## config.mk

```make
export PLATFORM = sky130hd
export DESIGN_NAME = bfsp_dist_store
export DESIGN_NICKNAME = d
export VERILOG_FILES = /design/src/bfsp_pkg.sv /design/src/bfsp_dist_store.sv
export SDC_FILE = /design/constraint.sdc
export NUM_CORES = 2
export LEC_CHECK = 0
export BUFFER_PORTS_ARGS = -buffer_cell sky130_fd_sc_hd__buf_4
export CAP_MARGIN = 20
export CORE_MARGIN = 3
export CORE_UTILIZATION = 30
export CTS_BUF_LIST = sky130_fd_sc_hd__clkbuf_4
export DETAILED_ROUTE_END_ITERATION = 16
export SLEW_MARGIN = 20
export SYNTH_ARGS = -nofsm -noshare
export SYNTH_HDL_FRONTEND = slang
export SYNTH_SLANG_ARGS = --single-unit
```

## constraint.sdc

```tcl
create_clock -name clk -period 4.8 [get_ports clk]
set_input_delay 0.24 -clock clk [delete_from_list [all_inputs] [get_ports clk]]
set_output_delay 0.24 -clock clk [all_outputs]
set_load 0.1 [all_outputs]
```

## src/bfsp_pkg.sv

```systemverilog
// Shared types and constants for the Bellman-Ford shortest paths unit.
// No dependencies; used by every other file of the block.
package bfsp_pkg;

    localparam int VID_W  = 6;
    localparam int DIST_W = 32;
    localparam int VCNT_W = 7;

    localparam logic [VCNT_W-1:0] VERTEX_COUNT_RESET = 7'd64;

    localparam logic signed [DIST_W-1:0] DIST_MAX = 32'sh7fff_ffff;
    localparam logic signed [DIST_W-1:0] DIST_MIN = 32'sh8000_0000;

    // input action codes
    localparam logic [1:0] ACT_APPEND = 2'd0;
    localparam logic [1:0] ACT_CLEAR  = 2'd1;
    localparam logic [1:0] ACT_RUN    = 2'd2;

    // configuration register index
    localparam logic REG_VERTEX_COUNT = 1'b0;

    typedef enum logic [2:0] {
        ST_IDLE,
        ST_INIT,
        ST_SWEEP,
        ST_DRAIN,
        ST_EMIT_RD,
        ST_EMIT_LD
    } state_t;

    typedef struct packed {
        logic append;
        logic clear;
    } edge_cmd_t;

    typedef struct packed {
        logic                     hit;
        logic signed [DIST_W-1:0] cand;
    } relax_result_t;

endpackage

```

## src/bfsp_dist_store.sv

```systemverilog
// Distance memory: two registered read ports, one write port.
// Depends on bfsp_pkg (DIST_W).
module bfsp_dist_store #(
    parameter int  MAX_VERTICES = 64,
    localparam int VW = (MAX_VERTICES > 1) ? $clog2(MAX_VERTICES) : 1
) (
    input  logic                               clk,
    input  logic [VW-1:0]                      ra_addr,
    input  logic [VW-1:0]                      rb_addr,
    output logic signed [bfsp_pkg::DIST_W-1:0] ra_data,
    output logic signed [bfsp_pkg::DIST_W-1:0] rb_data,
    input  logic                               we,
    input  logic [VW-1:0]                      wr_addr,
    input  logic signed [bfsp_pkg::DIST_W-1:0] wr_data
);

    logic signed [bfsp_pkg::DIST_W-1:0] mem [MAX_VERTICES];
    logic signed [bfsp_pkg::DIST_W-1:0] ra_reg;
    logic signed [bfsp_pkg::DIST_W-1:0] rb_reg;

    // read returns the old value on a same-address write; caller forwards
    always_ff @(posedge clk)
    begin
        if (we)
            mem[wr_addr] <= wr_data;
        ra_reg <= mem[ra_addr];
        rb_reg <= mem[rb_addr];
    end

    assign ra_data = ra_reg;
    assign rb_data = rb_reg;

endmodule

```

==> metrics.md <==
| Metric | Value |
|---|---|
| Result of the run | finished clean |
| Post-synth EDFFs | 2048 |
| Sw Ratio | 25.4% |
| Input/output buffers | 115 |
| Final setup fails | 0 |
| CP Class | in -> reg |
| RePlAce Congestion | 0.818 |
| Gr busiest metal | met2 |
| Final Power | 40.5 mW |
| Postcts setup bufs | 0 |
| Worst setup margin | 1.21 ns |
| Post-synth top area cell | edfxtp_1 |
| Total clock sinks | 2112 |
| Congestion Overflow GR | 0 |
| Crit end category | flop |
| P_int | 30.2 mW |
| Vias | 54400 |
| Clock power frac | 39.2% |
| Synth Warn # | 0 |
| CTS buffer count | 546 |
| Die Ht | 571 um |
| M3 GR Usage | 4.49% |
| Routed Antenna Nets | 0 |
| Clk_skew | 0.0683 ns |
| Worst-case hold slack | 0.131 ns |
| Post-synth top cells | edfxtp_1, mux4_2, mux2i_1, clkbuf_1, buf_2 |
| Std cell rows | 206 |
| Yosys cell types | 38 |
| Hold violation count in the final report | 0 |
| Leading post-synthesis cells by cell area | edfxtp_1, mux4_2, mux2i_1, dfxtp_1, a22oi_1 |
| Max Slew Vio Count | 0 |
| Clk slew on worst S/H paths | 0.07 ns |
| Period minus WS final | 3.59 ns |
| Sequential power share | 50.8% |
| Worst vdd ir | 187 uV |
| Clk_lat worst skew | 1.27 ns |
| Critical Path Start Type | primary input |
| Asr flop ratio synth | 0% |
| H-tree Lvls | 6 |
| Fin Setup TNS | 0 ns |
| Syn nets | 4464 |
| WP data arrival | 4.80 ns |
| Root Driver | clkbuf_4 |
| Chip width | 571 um |
| First-pass GRT wire length | 438000 um |
| Data required, critical path | 6.01 ns |
| Hold Path Class | in -> reg |
| Leakage power | 35.0 nW |
| Wirelength per Cell | 32.7 um |
| Routing usage on met2 | 31.1% |
| Top_reg_cell synth | edfxtp_1 |
| Fin cells | 9614 |
| Worst-path maximum fanout | 78 |
| P&R area growth vs syn | 15.9% |
| Vias in the first global route | 56400 |
| Final worst-path cycle share | 74.9% |
| Tot GR Track Use | 19.0% |
| Area fraction of the dominant cell type after synthesis | 64.3% |
| Seq/Total Area, Yosys | 65.6% |
| Placed insts | 8553 |
| Core area | 0.316 mm^2 |
| Net load switching power | 10.3 mW |
| Max-cap violation count | 0 |
| Top-count cell post-synth | edfxtp_1 |
| #FFs+latches synth | 2112 |
| IO Pins | 116 |
| Mapped Cells | 4412 |
| CTS tree | built |
| Largest net degree at the start of global routing | 83 |
| Dpl ws | 1.27 ns |
| Met1 usage | 24.5% |
| Drt pass-1 iters | 6 |
| Post-Syn Area | 0.0957 mm^2 |
| Initial core utilization | 30.2% |
| Post-DP HPWL | 187000 um |
| Synth Area per Inst | 21.7 um^2 |
| Final net count | 5086 |
| # DRC | 0 |
| Share of cells above drive strength 1 | 44.8% |
| Routed WL | 314000 um |
| CTS Buffer Depth | 4 |
| Vias per Instance | 5.66 |
| Power Dens Cells | 365 mW/mm^2 |
| 1st-iter DRT viols | 7027 |
| Initial antenna violation count | 30 |
| Die area | 0.326 mm^2 |
| Worst rel slew slack | 24.2% |
| Least-Margin Pin Slew | 1.14 ns |
| Highest Clock Rate | 278 MHz |
| RSZ-0062 raised after global routing | false |
| Combinational power share | 9.9% |
==> critical path: stages <==
cell and delay (ns):
dlygate4sd3_1 0.63, buf_8 0.55, buf_4 0.61, mux4_2 0.32, mux2i_1 0.09, a211oi_1 0.64, o22ai_1 0.18, dlygate4sd3_1 0.59
a21oi_1 0.12, dlygate4sd3_1 0.55
==> registers in the layout, indices dropped and copies added, names as in the netlist <==
name	count
mem	2048
ra_data	32
rb_data	32
==> power groups by stage <==
stage                     Combinational (mW)  Clock [mW]  Sequential, mW
after global placement                  3.89           0            21.0
final                                   4.02        15.9            20.6
after detailed placement                3.92           0            21.0
after global routing                    4.20        17.3            20.6
after CTS                               4.03        16.2            20.6
after floorplan                         1.95           0            21.4
==> placed cells by master (no fill, tap or decap), types with 3 or more instances in the layout <==
master / instances
edfxtp_1: 2048
mux4_2: 1124
clkbuf_4: 795
buf_4: 268
mux2i_1: 204
clkinv_1: 100
nand2_1: 91
a22oi_1: 85
dlygate4sd3_1: 83
dfxtp_1: 64
nor2_4: 63
buf_12: 61
a21oi_1: 58
o22ai_1: 56
mux2_2: 36
o21ai_1: 31
nor2_1: 30
o211ai_1: 27
clkinv_2: 27
inv_2: 19
o21ai_0: 18
o221ai_1: 16
a211oi_1: 14
nor2b_1: 13
a221oi_1: 13
bufinv_16: 13
diode_2: 9
nand3_1: 9
a32oi_1: 9
o32a_1: 9
nand2b_1: 7
nand3b_1: 6
buf_8: 6
and2_1: 5
clkinvlp_4: 4
nor2b_2: 3
nor2b_4: 3
or2_2: 3
clkinv_4: 3
==> layer usage <==
metal,up-vias,part of all wire [%]
li1,21200,-
met5,-,0.015
met3,622,9.8
met4,8,3.7
met1,29300,38
met2,3253,49
==> layout make-up <==
class | count | area [um^2]
flip-flops and latches | 2112 | 62800
repair buffers | 421 | 4180
clock inverters | 166 | 1030
well taps | 4160 | 5200
diodes | 9 | 22.5
clock buffers | 793 | 5950
fillers | 29200 | 205000
inverters | 1 | 3.75
multi-input cells | 1952 | 31700
==> worst paths after layout <==
check / startpoint / endpoint / slack [ns] / cells after the start
hold / removal: wr_data[16] / mem[41][16]$_DFFE_PP_ / 0.13 / 2
setup / recovery: ra_addr[2] / ra_data[2]$_DFF_P_ / 1.21 / 10
hold reg to reg: mem[54][1]$_DFFE_PP_ / rb_data[1]$_DFF_P_ / 0.90 / 4
setup reg to reg: mem[55][2]$_DFFE_PP_ / ra_data[2]$_DFF_P_ / 1.97 / 7
==> cells by family (layout without fill, tap and decap cells) <==
logic type,count (synthesis),after routing,synth area share (%)
AOI/OAI and AO/OA,340,340,2.39
other,0,9,0
buffers and inverters,348,1381,1.83
muxes,1364,1364,29.0
and+or+nand+nor,248,248,1.13
DFF,2112,2112,65.6
==> metrics by stage <==
step | cell area [um^2] | utilization, %
4_1_cts | 111000 | 35.0
2_1_floorplan | 95700 | -
5_1_grt | 111000 | 35.0
3_5_place_dp | 103000 | 32.5
6_report | 111000 | 35.0
3_3_place_gp | 103000 | 32.5
==> repair_timing <==
action	in CTS	in global routing
resized for setup	0	0
hold buffers	91	0
hold endpoints to repair	2483	0
endpoints found under the setup margin	0	0
Note: power is estimated with default switching activity, not from simulation.
