### config.mk
export PLATFORM = sky130hd
export DESIGN_NAME = bfsp_relax
export DESIGN_NICKNAME = d
export VERILOG_FILES = /design/src/bfsp_pkg.sv /design/src/bfsp_relax.sv
export SDC_FILE = /design/constraint.sdc
export NUM_CORES = 1
export LEC_CHECK = 0
export BUFFER_PORTS_ARGS = -buffer_cell sky130_fd_sc_hd__buf_2
export CORE_UTILIZATION = 50
export DETAILED_ROUTE_END_ITERATION = 7
export PLACE_DENSITY = 0.84
export SYNTH_ARGS = -nofsm -noshare
export SYNTH_HDL_FRONTEND = slang
export SYNTH_SLANG_ARGS = --single-unit
### constraint.sdc
create_clock -name vclk -period 6.99
set_input_delay 0.699 -clock vclk [all_inputs]
set_output_delay 0.699 -clock vclk [all_outputs]
set_load 0.02 [all_outputs]
### src/bfsp_pkg.sv
// Shared types and constants for the Bellman-Ford shortest paths unit.
// No dependencies; used by every other file of the block.
package bfsp_pkg;

    localparam int VID_W  = 6;
    localparam int DIST_W = 32;
    localparam int VCNT_W = 7;

    localparam logic [VCNT_W-1:0] VERTEX_COUNT_RESET = 7'd64;

    localparam logic signed [DIST_W-1:0] DIST_MAX = 32'sh7fff_ffff;
    localparam logic signed [DIST_W-1:0] DIST_MIN = 32'sh8000_0000;

    // input action codes
    localparam logic [1:0] ACT_APPEND = 2'd0;
    localparam logic [1:0] ACT_CLEAR  = 2'd1;
    localparam logic [1:0] ACT_RUN    = 2'd2;

    // configuration register index
    localparam logic REG_VERTEX_COUNT = 1'b0;

    typedef enum logic [2:0] {
        ST_IDLE,
        ST_INIT,
        ST_SWEEP,
        ST_DRAIN,
        ST_EMIT_RD,
        ST_EMIT_LD
    } state_t;

    typedef struct packed {
        logic append;
        logic clear;
    } edge_cmd_t;

    typedef struct packed {
        logic                     hit;
        logic signed [DIST_W-1:0] cand;
    } relax_result_t;

endpackage

### src/bfsp_relax.sv
// Edge relaxation: forwarding of the last write, saturating add, compare.
// Depends on bfsp_pkg (relax_result_t, DIST_MAX, DIST_MIN).
module bfsp_relax #(
    parameter int  MAX_VERTICES = 64,
    parameter int  WEIGHT_BITS  = 16,
    localparam int VW = (MAX_VERTICES > 1) ? $clog2(MAX_VERTICES) : 1
) (
    input  logic [VW-1:0]                      tail_addr,
    input  logic [VW-1:0]                      head_addr,
    input  logic                               tail_reached,
    input  logic                               head_reached,
    input  logic signed [bfsp_pkg::DIST_W-1:0] d_tail,
    input  logic signed [bfsp_pkg::DIST_W-1:0] d_head,
    input  logic [WEIGHT_BITS-1:0]             weight,
    input  logic                               fwd_valid,
    input  logic [VW-1:0]                      fwd_addr,
    input  logic signed [bfsp_pkg::DIST_W-1:0] fwd_data,
    output bfsp_pkg::relax_result_t            result
);

    logic signed [bfsp_pkg::DIST_W-1:0] dt;
    logic signed [bfsp_pkg::DIST_W-1:0] dh;
    logic signed [bfsp_pkg::DIST_W-1:0] w_ext;
    logic signed [bfsp_pkg::DIST_W:0]   sum;
    logic signed [bfsp_pkg::DIST_W-1:0] cand;

    always_comb
    begin
        // the memory read missed the write made in the previous cycle
        dt    = (fwd_valid && fwd_addr == tail_addr) ? fwd_data : d_tail;
        dh    = (fwd_valid && fwd_addr == head_addr) ? fwd_data : d_head;
        w_ext = bfsp_pkg::DIST_W'(signed'(weight));
        sum   = {dt[bfsp_pkg::DIST_W-1], dt} + {w_ext[bfsp_pkg::DIST_W-1], w_ext};
        if (sum[bfsp_pkg::DIST_W] != sum[bfsp_pkg::DIST_W-1])
            cand = sum[bfsp_pkg::DIST_W] ? bfsp_pkg::DIST_MIN : bfsp_pkg::DIST_MAX;
        else
            cand = sum[bfsp_pkg::DIST_W-1:0];
        result.cand = cand;
        result.hit  = tail_reached && (!head_reached || (cand < dh));
    end

endmodule

==> results.ini, run 1 <==
[setup_path]
startpoint=tail_addr[0]
worstPathArrival_ns=6.25
end_kind=output pin
endpoint=result[32]
start_kind=primary input
worstPathRequired_ns=6.29
path_max_fanout=10
setup.worst_path.class=in2out

[route]
drtPass1Iterations=5
ant_nets=0
viasPerCell=5.93
drc=0
vias=4293
wl_per_cell_microns=16.7
wirelength_mm=12.1
drt_iter0_drc=205

[finish]
antennaDiodeCount=0
fin_util_pct=71.5
design.seq.count=0
drive_gt1_share_pct=45.4
synthToLayoutAreaGrowth_pct=37.1
seq_area_sq_um=0
nFillCells=554
final_cell_area_sq_um=4910
nClkBuffers=0
final_net_count=827

[synthesis]
synth_top_cells_by_count=ha_1, a21oi_1, mux2_2, mux2i_1, o21ai_0
yosysMostFrequentCell=ha_1
synthCells=453
syn_area_sq_um=3580
ys_types=66
syn_avg_cell_area_sq_um=7.91
synth_top_area_share_pct=22.0
synth_nets=650
netlist_top_cells_area=ha_1, mux2_2, mux2i_1
yosysTopAreaCell=ha_1
seq_area_frac_synth_pct=0
yosysWarningCount=0

[global_route]
track_usage_pct=30.7
overflow=0
grt_pass1_vias=4159
antenna_found_initial=0
grt_max_degree=33
grt_pass1_wl_mm=18.8

[timing]
hold_viol=0
setup_ws_ns=0.0415
hold_slack_ns=1.82
slew_viol_final=0
setup_viol=0
slew_headroom_pct=56.2
finalCritPeriodShare_pct=99.4
worstMarginPinSlew_ns=0.641
fin_crit_ns=6.95
max_freq_mhz=144
fin_setup_tns_ns=0

[floorplan]
fp-row-count=30
start_util_pct=52.2
die_w_microns=86.7
core_sq_um=6870
dieArea_sq_um=7510
dieHeight_microns=86.7
io_pins=166

[power]
power.density_nw_per_um2=162
p_int_uw=327
ir_worst_vdd_v=0.000107
p_comb_share_pct=100.0
p_sw_share_pct=58.9
p_switching_uw=468
clkPwrFrac_pct=0
seqPwrFrac_pct=0
cellLeakagePower_uw=0.00225

[placed_design]
hpwl_mm=9.76
portBuffers=166
dp_slack_ns=-0.212
placed_area_sq_um=4610
gp_congestion=0.955

[clocking]
cts-hold-fix-buffers=0

[min_path]
hp-class=in2out

[run]
cap_violations=0

[run_status]
outcome=complete, no violations

## how the worst min path moves through the flow
| stage | startpoint | end | slack [ns] | depth (start not counted) |
|---|---|---|---|---|
| after global placement | tail_reached | result[32] | 1.78 | 4 |
| final | tail_reached | result[32] | 1.82 | 4 |
| after global routing | tail_reached | result[32] | 1.82 | 4 |
| after detailed placement | tail_reached | result[32] | 1.82 | 4 |
| after floorplan | tail_reached | result[32] | 1.56 | 2 |
| after CTS | tail_reached | result[32] | 1.82 | 4 |
## cell type report
class	instances	area [sq um]	share of cell area, %
multi-input combinational	423	3660	74.4
timing repair buffer	194	1090	22.3
tap	96	120	2.44
inverter	11	41.3	0.840
## power groups by stage
stage	combinational (uW)	sequential (uW)	clock, uW
finish	795	0	0
global route	854	0	0
CTS	745	0	0
detailed placement	727	0	0
global placement	711	0	0
floorplan	493	0	0
## stage by stage
stage / std cells / power (uW)
2_1_floorplan: 453 / 493
3_3_place_gp: 715 / 711
3_5_place_dp: 715 / 727
4_1_cts: 720 / 745
5_1_grt: 724 / 854
6_report: 724 / 795
## worst max-delay path, stage by stage
cell and delay, ns:
buf_2 0.11, xnor2_2 0.16, nand4_1 0.20, nor4_4 0.28
buf_6 0.17, buf_12 0.12, mux2_2 0.36, ha_1 0.30
a211o_1 0.31, a21oi_4 0.19, a211oi_2 0.11, o311ai_2 0.26
o211ai_2 0.17, xor2_2 0.20, buf_4 0.18, buf_4 0.19
maj3_2 0.34, ha_1 0.32, a21oi_1 0.17, nor2b_1 0.06
o21ai_0 0.14, o21ai_0 0.10, o21ai_1 0.24, o2111ai_2 0.18
a31oi_2 0.24, o211ai_1 0.14, a21oi_2 0.14, buf_4 0.15
## logic make-up (layout without fill, tap and decap cells)
logic type,Yosys count,count (layout),synth area share (%)
multiplexers,64,64,19.0
AND/OR/NAND/NOR,87,87,12.8
XOR/XNOR,43,43,10.7
buffers and inverters,30,205,3.70
adder cells (fa/ha/maj),73,73,25.3
AO/OA/AOI/OAI,156,156,28.4
## placed cells by master, fill, tap and decap left out, types with 3 or more instances in the layout
master / n
a211o_1: 3
a211oi_1: 4
a21o_1: 17
a21oi_1: 51
a21oi_2: 9
a31oi_1: 4
buf_2: 165
buf_4: 22
buf_6: 3
ha_1: 59
inv_1: 11
maj3_2: 8
mux2_2: 32
mux2i_1: 32
nand2_1: 21
nand3_1: 10
nand4_1: 11
nor2_1: 14
nor2b_1: 5
nor3_1: 4
o211ai_1: 7
o21a_1: 3
o21ai_0: 20
o21ai_1: 6
o21ai_2: 3
o21bai_1: 3
xnor2_1: 23
xor2_1: 17
## layer usage
metal  global-route usage (%)  vias up  part of all wire, %
li1                         -     2098                    -
met1                     37.3     1994                   43
met2                     58.7      185                   51
met3                     2.38       16                  5.2
met4                     5.91        0                  1.3
met5                        0        -                    0
## timing repair
action                     4_1_cts  5_1_grt
pin swaps                        4       17
resized for setup               16       34
setup buffers                    5        4
setup endpoints to repair        1        1
Power figures use the tool's default switching activity.
==> run 2, diff against run 1 <==
Settings changed: ABC_AREA set to 1, PLACE_DENSITY 0.84 to 0.85.
==> run 2 against run 1 <==
Net effect:
- utilization shrank 4.5 points
- final area shrank 11%
- area after synthesis shrank 3.4%
- global-route usage shrank 1.8 points
- worst hold slack lost 0.082 ns
- synthesized cell count grew 39%
- critical path depth grew 5
- total power shrank 22%
- final cell count grew 19%
- die area shrank 3.3%
- first-iteration DRC count shrank 4.9%
- flip-flop and latch count is the same
- critical endpoint unchanged
- largest cell class unchanged
- highest routed layer unchanged
==> results.ini, run 2 <==
[setup_path]
path_max_fanout=39
slowest_delay_ns=0.48
worstPathRequired_ns=6.29
crit_path_top_delay_cell=a2111oi_1
startpoint=fwd_addr[5]
end_kind=output pin
cp_common_cell=nand2_1
start_kind=primary input
setup.worst_path.class=in2out
worstPathArrival_ns=5.77

[route]
drtPass1Iterations=4
wl_per_cell_microns=12.3
drt_iter0_drc=195
vias=4516
wirelength_mm=10.6
viasPerCell=5.25
drc=0
ant_nets=0

[finish]
fin_util_pct=67.0
final_net_count=982
seq_area_sq_um=0
nClkBuffers=0
layout_common_cells=nand2_1, buf_2, o21ai_0
drive_gt1_share_pct=24.8
antennaDiodeCount=0
mostFrequentLayoutCell=nand2_1
final_cell_area_sq_um=4380
synthToLayoutAreaGrowth_pct=26.5
instances_no_fill=860
design.seq.count=0

[placed_design]
hpwl_mm=9.04
placed_area_sq_um=4370
place_inst=860
dp_slack_ns=0.412
gp_congestion=0.952
portBuffers=166

[synthesis]
yosysTopAreaCell=nand2_1
ys_types=35
yosysWarningCount=0
syn_avg_cell_area_sq_um=5.50
synth_top_area_share_pct=23.1
synthCells=630
netlist_top_cells_area=nand2_1, ha_1, o21ai_0
synth_nets=827
yosysMostFrequentCell=nand2_1
synth_top_cells_by_count=nand2_1, o21ai_0, inv_1
seq_area_frac_synth_pct=0
syn_area_sq_um=3460

[timing]
setup_viol=0
rsz0062_at_grt=false
worstMarginPinSlew_ns=0.548
fin_setup_tns_ns=0
max_freq_mhz=155
fin_crit_ns=6.47
hold_viol=0
slew_headroom_pct=63.5
slew_viol_final=0
setup_ws_ns=0.518
finalCritPeriodShare_pct=92.6

[min_path]
min_path_cells=4
hp-class=in2out
min_from=tail_reached

[clocking]
cts-hold-fix-buffers=0
cts_setup_buffers=0
cts_resized=0

[floorplan]
core_sq_um=6530
fp-row-count=29
start_util_pct=53.0
dieHeight_microns=85.2
dieArea_sq_um=7260
io_pins=166
die_w_microns=85.2

[global_route]
use_met3_pct=1.95
grtUsageMet1_pct=34.9
grt_max_degree=65
track_usage_pct=28.9
antenna_found_initial=0
overflow=0
busiest_layer=met2
grt.met2_usage_pct=55.9
grt_pass1_vias=4271
grt_pass1_wl_mm=17.7

[power]
ir_worst_vdd_v=0.000120
cellLeakagePower_uw=0.00260
p_sw_share_pct=62.8
power.density_nw_per_um2=142
p_int_uw=231
clkPwrFrac_pct=0
p_switching_uw=390
p_comb_share_pct=100.0
seqPwrFrac_pct=0

[run_status]
outcome=complete, no violations

[run]
cap_violations=0

==> run 2: metal layers <==
metal  vias up  routed length, microns
li1       2374                       -
met1      1953                    4580
met2       168                    5130
met3        21                     723
met4         0                     178
met5         -                       0
==> run 2: power groups by stage <==
| stage | sequential (uW) | combinational (uW) | clock, uW |
|---|---|---|---|
| 6_report | 0 | 621 | 0 |
| 2_1_floorplan | 0 | 423 | 0 |
| 4_1_cts | 0 | 618 | 0 |
| 3_5_place_dp | 0 | 614 | 0 |
| 5_1_grt | 0 | 689 | 0 |
| 3_3_place_gp | 0 | 599 | 0 |
==> run 2: logic make-up after synthesis <==
| logic type | after synthesis | share of synthesized area [%] |
|---|---|---|
| compound gates | 154 | 24.1 |
| xor+xnor | 36 | 9.11 |
| fa+ha+maj | 64 | 23.3 |
| buf+inv | 103 | 11.2 |
| mux | 1 | 0.325 |
| simple gates | 272 | 31.9 |
==> run 2: worst paths after layout <==
kind	to	slack (ns)
setup / recovery	result[32]	0.52
hold / removal	result[32]	1.73
==> run 2: worst max-delay path, delay by kind of cell <==
family	cells	cell delay, ns
buf+inv	6	0.70
compound gates	9	1.80
xor+xnor	1	0.16
fa+ha+maj	2	0.79
simple gates	15	1.60
==> run 2: through the flow <==
stage	total power [uW]	hold slack, ns
finish	621	1.73
global route	689	1.75
CTS	618	1.73
detailed placement	614	1.73
global placement	599	1.73
floorplan	423	1.52
==> run 2: final cells by class <==
cell class | count | area [sq um]
Tap cell | 77 | 96.3
Fill cell | 635 | 2150
Timing Repair Buffer | 171 | 868
Inverter | 85 | 319
Multi-Input combinational cell | 527 | 3100
==> run 3, diff against run 2 <==
Settings changed: PLACE_DENSITY 0.85 to not set, PLACE_DENSITY_LB_ADDON set to 0.08.
==> run 3 against run 2 <==
Net effect:
- utilization stayed put
- maximum frequency increased by 1.7%
- largest power group unchanged
- largest cell class unchanged
- flip-flop and latch count is the same
- worst hold slack lost 0.021 ns
- final cell count increased by 0.12%
- final area stayed put
- first-iteration DRC count shrank 20%
- die area unchanged
- total power shrank 0.15%
- wire length down 0.75%
==> results.ini, run 3 (same netlist as run 2, synthesis figures left out) <==
[route]
ant_nets=0
drt_iter0_drc=156
drc=0
wl_per_cell_microns=12.2
drtPass1Iterations=4
wirelength_mm=10.5
vias=4443
wl_met3_microns=592
wl_met1_mm=4.86
viasPerCell=5.16
highest_layer=met4
wl_met2_mm=4.90

[floorplan]
die_w_microns=85.2
start_util_pct=53.0
io_pins=166
dieHeight_microns=85.2
core_sq_um=6530
dieArea_sq_um=7260
fp-row-count=29

[placed_design]
hpwl_mm=9.08
portBuffers=166
gp_congestion=0.932

[timing]
slew_headroom_pct=64.1
max_freq_mhz=157
fin_crit_ns=6.37
hold_slack_ns=1.71
setup_viol=0
slew_viol_final=0
worstMarginPinSlew_ns=0.539
hold_viol=0
finalCritPeriodShare_pct=91.1
rsz0062_at_grt=false
fin_setup_tns_ns=0

[setup_path]
worstPathArrival_ns=5.67
worstPathRequired_ns=6.29
slowest_delay_ns=0.44
end_kind=output pin
start_kind=primary input
path_max_fanout=37
cp_top_family=compound AO/OA/AOI/OAI gates
setup.worst_path.class=in2out
cp_common_cell=nand2_1
crit_buf_inv=4
crit_path_top_delay_cell=a2111oi_1

[finish]
nClkBuffers=0
antennaDiodeCount=0
mostFrequentLayoutCell=nand2_1
synthToLayoutAreaGrowth_pct=26.5
final_net_count=983
layout_common_cells=nand2_1, buf_2, o21ai_0
design.seq.count=0
drive_gt1_share_pct=24.6
seq_area_sq_um=0

[run_status]
outcome=complete, no violations

[global_route]
grt_pass1_vias=4006
grt_pass1_wl_mm=17.3
track_usage_pct=28.2
antenna_found_initial=0
grt_max_degree=65
overflow=0

[run]
cap_violations=0

[min_path]
hp-class=in2out

[power]
power.density_nw_per_um2=142
ir_worst_vdd_v=0.000104
cellLeakagePower_uw=0.00261

[clocking]
cts_setup_buffers=0

==> run 3: through the flow <==
stage               cells  util, %  total power [uW]  area (sq um)  setup WS, ns
detailed placement    861     67.0               616          4380         0.441
floorplan             630        -               423          3460         0.782
global placement      861     67.0               605          4380         0.478
global route          861     67.0               692          4380        0.0548
finish                861     67.0               620          4380         0.624
CTS                   861     67.0               620          4380         0.418
==> run 3: what timing repair did <==
item / CTS / global route
resized for setup: 0 / 4
hold buffers: 0 / 0
setup endpoints to repair: 0 / 1
==> run 3: area by class of cell <==
cell class                 instances  area, sq um
timing repair buffer             172          876
multi-input combinational        527         3090
fill                             667         2150
inverter                          85          319
tap                               77         96.3
==> run 3: final timing paths <==
check                 cells after the start         start  slack [ns]         end
worst max-delay path                     32   fwd_addr[5]        0.62  result[32]
worst min-delay path                      4  tail_reached        1.71  result[32]
==> run 3: power by group <==
part           total, uW  switching, uW  internal [uW]
clock network          0              0              0
logic                620            389            231
registers              0              0              0
==> run 3: routing by layer <==
metal / GRT usage [%] / up-vias
li1: - / 2375
met1: 35.3 / 1910
met2: 53.6 / 142
met3: 1.95 / 16
met4: 3.70 / 0
met5: 0 / -
